$ cat src/rtl/tdpt_pkg.sv
package tdpt_pkg;

   // Commands from the controller to the datapath
   typedef struct packed {
      logic load;      // capture the request word, set divisor to two
      logic start;     // begin a remainder pass with the current divisor
      logic step;      // one restoring division bit
      logic advance;   // move to the next divisor
   } cmd_type;

   // Status from the datapath to the controller
   typedef struct packed {
      logic below_two;   // candidate negative, zero or one
      logic last;        // final division bit is being taken this cycle
      logic bound_fail;  // divisor exceeds quotient: no divisor left to try
      logic rem_zero;    // remainder of the last pass is zero
   } status_type;

   // First divisor tried
   localparam int FIRST_DIVISOR = 2;

endpackage

$ cat src/rtl/tdpt_ctrl.sv
module tdpt_ctrl
   import tdpt_pkg::*;
(
   input  logic       clock,
   input  logic       reset,
   input  logic       req_valid,
   output logic       req_stall,
   output logic       rsp_valid,
   input  logic       rsp_stall,
   output logic       rsp_is_prime,
   output cmd_type    cmd,
   input  status_type status
);

   typedef enum logic [2:0] {
      IDLE,
      CHECK,
      DIVIDE,
      DECIDE,
      DONE
   } state_type;

   state_type state_ff, state_in;
   logic      is_prime_ff, is_prime_in;

   // Sequence one word through load, remainder passes and answer
   always_comb begin
      state_in    = state_ff;
      is_prime_in = is_prime_ff;
      cmd         = '0;
      unique case (state_ff)
         IDLE: begin
            if (req_valid) begin
               cmd.load = 1'b1;
               state_in = CHECK;
            end
         end
         CHECK: begin
            if (status.below_two) begin
               is_prime_in = 1'b0;
               state_in    = DONE;
            end else begin
               cmd.start = 1'b1;
               state_in  = DIVIDE;
            end
         end
         DIVIDE: begin
            cmd.step = 1'b1;
            if (status.last) begin
               state_in = DECIDE;
            end
         end
         DECIDE: begin
            if (status.bound_fail) begin
               is_prime_in = 1'b1;
               state_in    = DONE;
            end else if (status.rem_zero) begin
               is_prime_in = 1'b0;
               state_in    = DONE;
            end else begin
               cmd.advance = 1'b1;
               cmd.start   = 1'b1;
               state_in    = DIVIDE;
            end
         end
         DONE: begin
            if (!rsp_stall) begin
               state_in = IDLE;
            end
         end
         default: begin
            state_in = IDLE;
         end
      endcase
   end

   // Hold state and the answer bit
   always_ff @(posedge clock) begin
      if (reset) begin
         state_ff    <= IDLE;
         is_prime_ff <= 1'b0;
      end else begin
         state_ff    <= state_in;
         is_prime_ff <= is_prime_in;
      end
   end

   assign req_stall    = (state_ff != IDLE);
   assign rsp_valid    = (state_ff == DONE);
   assign rsp_is_prime = is_prime_ff;

endmodule

$ cat src/rtl/tdpt_datapath.sv
module tdpt_datapath
   import tdpt_pkg::*;
#(
   parameter int VALUE_WIDTH = 32
) (
   input  logic               clock,
   input  logic signed [31:0] candidate,
   input  cmd_type            cmd,
   output status_type         status
);

   localparam int MagW = VALUE_WIDTH - 1;
   localparam int DivW = VALUE_WIDTH / 2 + 1;
   localparam int CntW = $clog2(MagW);

   logic [VALUE_WIDTH-1:0] value_ff;
   logic [DivW-1:0]        divisor_ff;
   logic [MagW-1:0]        quot_ff;
   logic [DivW-1:0]        rem_ff;
   logic [CntW-1:0]        count_ff;

   logic [MagW-1:0]        magnitude;
   logic [DivW:0]          trial;
   logic [DivW:0]          divisor_ext;
   logic [DivW:0]          diff;
   logic                   fits;

   assign magnitude = value_ff[MagW-1:0];

   // One restoring division bit: shift in the next dividend bit, subtract when it fits
   assign trial       = {rem_ff, quot_ff[MagW-1]};
   assign divisor_ext = {1'b0, divisor_ff};
   assign fits        = (trial >= divisor_ext);
   assign diff        = trial - divisor_ext;

   always_ff @(posedge clock) begin
      if (cmd.load) begin
         value_ff   <= VALUE_WIDTH'(candidate);
         divisor_ff <= DivW'(FIRST_DIVISOR);
      end else if (cmd.advance) begin
         divisor_ff <= divisor_ff + 1'b1;
      end

      if (cmd.start) begin
         quot_ff  <= magnitude;
         rem_ff   <= '0;
         count_ff <= CntW'(MagW - 1);
      end else if (cmd.step) begin
         quot_ff  <= {quot_ff[MagW-2:0], fits};
         rem_ff   <= fits ? diff[DivW-1:0] : trial[DivW-1:0];
         count_ff <= count_ff - 1'b1;
      end
   end

   // Report range, pass progress and pass outcome
   assign status.below_two  = value_ff[VALUE_WIDTH-1] || (magnitude < MagW'(FIRST_DIVISOR));
   assign status.last       = (count_ff == '0);
   assign status.bound_fail = (MagW'(divisor_ff) > quot_ff);
   assign status.rem_zero   = (rem_ff == '0);

endmodule

$ cat src/rtl/trial_division_prime_test_core.sv
// Candidates below two (negatives included) are answered from the check state;
// otherwise each divisor tried runs a pass of the bit-serial remainder unit
// (one restoring step per magnitude bit) and then a decide state.
// Throughput: one word at a time; the next request word is taken after the result leaves.
// Reset: synchronous, active high; returns the controller to idle with no result pending.
module trial_division_prime_test_core
   import tdpt_pkg::*;
#(
   parameter int VALUE_WIDTH = 32
) (
   input  logic               clock,
   input  logic               reset,
   input  logic               req_valid,
   output logic               req_stall,
   input  logic signed [31:0] req_candidate,
   output logic               rsp_valid,
   input  logic               rsp_stall,
   output logic               rsp_is_prime
);

   cmd_type    cmd;
   status_type status;

   // Sequence the trial divisions
   tdpt_ctrl u_ctrl (
      .clock        (clock),
      .reset        (reset),
      .req_valid    (req_valid),
      .req_stall    (req_stall),
      .rsp_valid    (rsp_valid),
      .rsp_stall    (rsp_stall),
      .rsp_is_prime (rsp_is_prime),
      .cmd          (cmd),
      .status       (status)
   );

   // Hold the candidate, divisor and remainder unit
   tdpt_datapath #(
      .VALUE_WIDTH (VALUE_WIDTH)
   ) u_datapath (
      .clock     (clock),
      .candidate (req_candidate),
      .cmd       (cmd),
      .status    (status)
   );

endmodule
$ cat config.mk
export PLATFORM = sky130hd
export DESIGN_NAME = trial_division_prime_test_core
export DESIGN_NICKNAME = d
export VERILOG_FILES = /design/src/rtl/tdpt_pkg.sv /design/src/rtl/tdpt_ctrl.sv /design/src/rtl/tdpt_datapath.sv /design/src/rtl/trial_division_prime_test_core.sv
export SDC_FILE = /design/constraint.sdc
export NUM_CORES = 1
export LEC_CHECK = 0
export BUFFER_PORTS_ARGS = -buffer_cell sky130_fd_sc_hd__buf_2
export CAP_MARGIN = 5
export CORE_ASPECT_RATIO = 0.9
export CORE_MARGIN = 1.5
export CORE_UTILIZATION = 30
export CTS_BUF_LIST = sky130_fd_sc_hd__clkbuf_16
export CTS_CLUSTER_DIAMETER = 30
export DETAILED_ROUTE_END_ITERATION = 8
export GPL_TIMING_DRIVEN = 0
export PLACE_DENSITY = 0.42
export SETUP_SLACK_MARGIN = 0.05
export SYNTH_ARGS = -nofsm -noshare
export SYNTH_HDL_FRONTEND = slang
export SYNTH_HIERARCHICAL = 1
export SYNTH_SLANG_ARGS = --single-unit
$ cat constraint.sdc
create_clock -name clock -period 8.2 [get_ports clock]
set_input_delay 0.41 -clock clock [delete_from_list [all_inputs] [get_ports clock]]
set_output_delay 0.41 -clock clock [all_outputs]
set_load 0.05 [all_outputs]
# == After elaboration in Yosys (flattened, before gate mapping) ==
# Index checks and enable logic that the tools add are counted.
# word_totals
regBits,106
input_bits,36
# op_classes
n_addsub,3
order_cmp,3
eq_ne,9
n_mux,22
reduce_logical,9
# op_table
operator,n
$mux W31,2
$gt A17 B31 Y1,1
$lt A31 B2 Y1 const B,1
$ge A18 B17 Y1,1
$mux W3,6
$add A17 B1 Y17 const B,1
$logic_not A17 Y1,1
$mux W17,1
$sub A17 B17 Y17,1
$pmux W3 S5,1
$mux W1,10
$ne A2 B2 Y1 const B,4
$eq A3 B2 Y1 const B,2
$reduce_and A3 Y1,2
$logic_not A5 Y1,1
$sub A5 B1 Y5 const B,1
$pmux W1 S2,2
$reduce_bool A2 Y1,2
$eq A3 B1 Y1 const B,1
$eq A3 B3 Y1 const B,1
$logic_not A3 Y1,1
$ne A3 B3 Y1 const B,1
$reduce_bool A3 Y1,1
$logic_or A1 B1 Y1,1

# == Depth between registers and ports, before layout ==
# logic_depth
word_depth,5
ltp_mapped,16

# == By module ==
# The synthesis kept the hierarchy.
# modules_own_cells
module,n_inst,cells_per_inst,area_per_inst_um2,seq_area_each_um2
tdpt_datapath,1,528,5476.5,2672.6
tdpt_ctrl,1,30,257.7,80.1

# == Least setup slack after synthesis ==
# OpenSTA, ideal clock, no wires.
# synth_path
path_type,reg-to-reg
from,register u_datapath.quot_ff[1]
to,register u_datapath.divisor_ff[14]
setup_time_ps,128
arrival_ps,3311
required_ps,8072
slack_ps,4761
stages_incl_launch_ff,17
path_buffers,0
period_less_slack_ps,3439
cell_sequence,edfxtp_1 -> inv_1 -> ha_1 -> nor2b_1 -> o21a_1 -> o21a_1 -> o21ai_0 -> a21oi_1 -> o221a_2 -> or3b_4 -> nor2_1 -> and4_1 -> and3_1 -> nor3b_1 -> nand3_1 -> xnor2_1 -> nor2_1
# synth_rtl
item,line_no,rtl
start: declaration,tdpt_datapath.sv:18,logic [MagW-1:0] quot_ff;
start signal: assignment,tdpt_datapath.sv:45,quot_ff <= magnitude;
start signal: assignment,tdpt_datapath.sv:49,"quot_ff <= {quot_ff[MagW-2:0], fits};"
end signal: assignment,tdpt_datapath.sv:39,divisor_ff <= DivW'(FIRST_DIVISOR);
end signal: assignment,tdpt_datapath.sv:41,divisor_ff <= divisor_ff + 1'b1;
end: declaration,tdpt_datapath.sv:17,logic [DivW-1:0] divisor_ff;

==> summary.txt <==
overall routed net length -> 13900 µm
Mapped Avg Cell Area -> 10.3 µm²
R2R cell count -> 16
delay contributed by the slowest stage of the critical path -> 500 ps
max-cap violation count -> 0
starting DRC count in detailed routing -> 271
slack of the worst reg-to-reg path -> 4160 ps
number of port buffers -> 38
number of buffers on the longest clock path -> 2
first drt pass iteration count -> 5
residual DRC count -> 0
Max Transition Viols Final -> 0
top cell family by delay on the critical path -> simple AND/OR/NAND/NOR gates
global-route total usage across every layer -> 14.8%
CP Launch Point -> u_datapath/quot_ff[1]
maximum clock frequency -> 0.247 GHz
worst IR drop on VDD -> 107 µV
layout net count -> 681
Slew HR -> 38.1%
floorplan die width -> 149 µm
post-synth top area share -> 33.0%
count of hold buffers inserted by post-cts repair -> 0
register area share after synthesis -> 48.0%
Synth Net Count -> 631
total die area -> 20000 µm²
worst r2r src -> u_datapath/quot_ff[1]
Leak -> 2.45 nW
TritonCTS buffer count -> 9
overall die height -> 134 µm
endpoints failing setup -> 0
ratio of cells with drive above 1 in the final layout -> 15.7%
cell area after technology mapping -> 5730 µm²
wire per inst -> 16.2 µm
path length in cells of the critical path -> 16
maximum clock skew at final layout -> 9.02 ps
buffers plus inverters on the worst setup path -> 1
Worst path slowest cell -> sky130_fd_sc_hd__nor3b_1
antenna-violating nets left -> 0
cell row count -> 47
flip-flop cell with the highest count after synthesis -> sky130_fd_sc_hd__edfxtp_1
post-CTS setup-driven buffer insertion count -> 0
RSZ-0062 raised after global routing -> false
type of the worst min-delay path -> input pin to register
capture point of the critical path -> u_datapath/divisor_ff[16]
endpoint of the worst register-to-register path -> u_datapath/divisor_ff[16]
area growth from synthesis to final layout -> 14.8%
total via count after detailed routing -> 4269
effective utilization at floorplan -> 30.9%
Clk Tree Root Cell -> sky130_fd_sc_hd__clkbuf_16
antenna violations before repair -> 0
result of the run -> finished clean
clock period minus final worst setup slack -> 4040 ps
power per unit of standard cell area -> 316 nW/µm²
Hold Vio Cnt, Final -> 0
transition time of the tightest slew-check pin -> 927 ps
clock tree from TritonCTS -> done
number of instances in the synthesized netlist -> 558
Yosys cell types -> 68
remaining global-route overflow -> 0
maximum fanout along the worst path -> 7
count of flip-flops with a built-in enable after synthesis -> 63
CP Capture Type -> register
leading area contributor after synthesis -> sky130_fd_sc_hd__edfxtp_1
total clock sinks -> 106
pin count of the biggest net entering global routing -> 34
insertion delay to the later sink of the worst-skew pair -> 350 ps
vias in the first global route -> 4210
filler cell count -> 1931
flip-flop and latch count after synthesis -> 106
Ports -> 39
clock edge transition at the registers on the reported setup and hold paths -> 80 ps
total number of yosys warnings -> 6
H-tree level count -> 3
ANT cells -> 0
half-perimeter wire length after detailed placement -> 10800 µm
launching element type of the critical path -> register
Worst EP required -> 8430 ps
largest cells by area after synthesis -> sky130_fd_sc_hd__edfxtp_1 (33%), sky130_fd_sc_hd__dfxtp_1 (15%), sky130_fd_sc_hd__ha_1 (7.9%)
crit-path cells -> inv_1 > ha_1 > nor2b_1 > o21a_1 > o21a_1 > o21ai_0 > a21oi_1 > o221a_2 > or3b_4 > nor2_1 > and4_1 > and3_1 > nor3b_1 > nand3_1 > xnor2_1 > nor2_1
final weighted congestion of routability-driven global placement -> 0.844
fin crit share -> 49.3%
wire length of the first global-routing pass -> 22700 µm
CTS resizes -> 0
Tot Pwr -> 2.08 mW
average via count per standard cell -> 4.98
CP Data Arrival Time -> 4270 ps
CORE AREA -> 18600 µm²
Setup Total Neg Slack -> 0 ps
asr flop ratio synth -> 0%
WS Path Type -> register to register
kinds of logic after synthesis:
family,count (synthesis),synth area share (%)
compound gates,116,14.5
xor+xnor,30,4.58
fa+ha+maj,37,8.20
buf+inv,63,4.80
flops,106,48.0
mux,18,3.56
simple gates,188,16.3
placed cells by master, fill, tap and decap left out, types with 7 or more instances in the layout:
master and count:
sky130_fd_sc_hd__edfxtp_1 63, sky130_fd_sc_hd__nand2_1 57, sky130_fd_sc_hd__nor2_1 46, sky130_fd_sc_hd__inv_1 46, sky130_fd_sc_hd__dfxtp_1 43, sky130_fd_sc_hd__buf_2 38
sky130_fd_sc_hd__ha_1 36, sky130_fd_sc_hd__o21ai_0 33, sky130_fd_sc_hd__xnor2_1 27, sky130_fd_sc_hd__a21oi_1 22, sky130_fd_sc_hd__nor4_1 17, sky130_fd_sc_hd__nand3_1 15
sky130_fd_sc_hd__mux2_2 15, sky130_fd_sc_hd__nand4_1 11, sky130_fd_sc_hd__clkbuf_1 10, sky130_fd_sc_hd__clkbuf_16 9, sky130_fd_sc_hd__or3_1 7, sky130_fd_sc_hd__a311oi_1 7
layer usage:
layer	wire length, µm	GRT usage (%)	up-vias
li1	-	-	2143
met1	7010	21.3	2015
met2	6100	22.7	100
met3	582	2.79	11
met4	189	4.18	0
met5	0	0	-
Yosys cell counts, types with 7 or more instances:
master	instances
sky130_fd_sc_hd__edfxtp_1	63
sky130_fd_sc_hd__nand2_1	57
sky130_fd_sc_hd__nor2_1	47
sky130_fd_sc_hd__inv_1	46
sky130_fd_sc_hd__dfxtp_1	43
sky130_fd_sc_hd__ha_1	36
sky130_fd_sc_hd__o21ai_0	33
sky130_fd_sc_hd__xnor2_1	27
sky130_fd_sc_hd__a21oi_1	22
sky130_fd_sc_hd__nor4_1	17
sky130_fd_sc_hd__mux2_2	15
sky130_fd_sc_hd__nand3_1	15
sky130_fd_sc_hd__nand4_1	11
sky130_fd_sc_hd__clkbuf_1	10
sky130_fd_sc_hd__a311oi_1	7
sky130_fd_sc_hd__or3_1	7
stage by stage:
stage | util, % | hold slack [ps] | cells | setup WS [ps] | cell area, µm²
finish | 35.4 | 226 | 858 | 4160 | 6580
global route | 35.4 | 200 | 858 | 3890 | 6580
CTS | 35.3 | 211 | 857 | 4090 | 6560
detailed placement | 33.6 | 481 | 841 | 4140 | 6240
global placement | 33.5 | 473 | 841 | 4100 | 6230
floorplan | - | 457 | 558 | 4760 | 5730
registers in the layout, indices dropped and copies added, names as in the netlist:
| name | cells |
|---|---|
| u_datapath/value_ff | 32 |
| u_ctrl/rsp_is_prime | 1 |
| u_datapath/quot_ff | 31 |
| u_datapath/divisor_ff | 17 |
| u_ctrl/state_ff | 3 |
| u_datapath/count_ff | 5 |
| u_datapath/rem_ff | 17 |
worst register-to-register path, stage by stage, from the launching register on:
cell	delay, ps
sky130_fd_sc_hd__edfxtp_1	360
sky130_fd_sc_hd__inv_1	80
sky130_fd_sc_hd__ha_1	230
sky130_fd_sc_hd__nor2b_1	130
sky130_fd_sc_hd__o21a_1	170
sky130_fd_sc_hd__o21a_1	160
sky130_fd_sc_hd__o21ai_0	140
sky130_fd_sc_hd__a21oi_1	90
sky130_fd_sc_hd__o221a_2	300
sky130_fd_sc_hd__or3b_4	400
sky130_fd_sc_hd__nor2_1	370
sky130_fd_sc_hd__and4_1	320
sky130_fd_sc_hd__and3_1	290
sky130_fd_sc_hd__nor3b_1	500
sky130_fd_sc_hd__nand3_1	170
sky130_fd_sc_hd__xnor2_1	160
sky130_fd_sc_hd__nor2_1	50
report_power, final:
group / switching (mW) / internal (mW) / leakage [nW]
logic: 0.531 / 0.376 / 1.35
clock network: 0.213 / 0.246 / 0.156
registers: 0.0702 / 0.647 / 0.943
total: 0.814 / 1.27 / 2.45
worst min-delay path by stage:
stage,from,endpoint,slack [ps],cells past startpoint
6_report,req_candidate[4],u_datapath/value_ff[4],230,1
5_1_grt,req_candidate[28],u_datapath/value_ff[28],200,1
4_1_cts,req_candidate[25],u_datapath/value_ff[25],210,1
3_5_place_dp,u_datapath/count_ff[3],u_datapath/count_ff[3],480,2
3_3_place_gp,u_datapath/count_ff[3],u_datapath/count_ff[3],470,2
2_1_floorplan,u_datapath/count_ff[3],u_datapath/count_ff[3],460,2
final cells by class:
type	count	area (µm²)	area share, %
Sequential cell	106	2750	41.8
Inverter	46	173	2.62
Clock buffer	9	225	3.42
Buffer	17	103	1.56
Timing Repair Buffer	39	218	3.31
Clock inverter	7	92.6	1.41
Multi-Input combinational cell	389	2710	41.2
Tap cell	245	307	4.66
(Power assumes the default switching activity.)
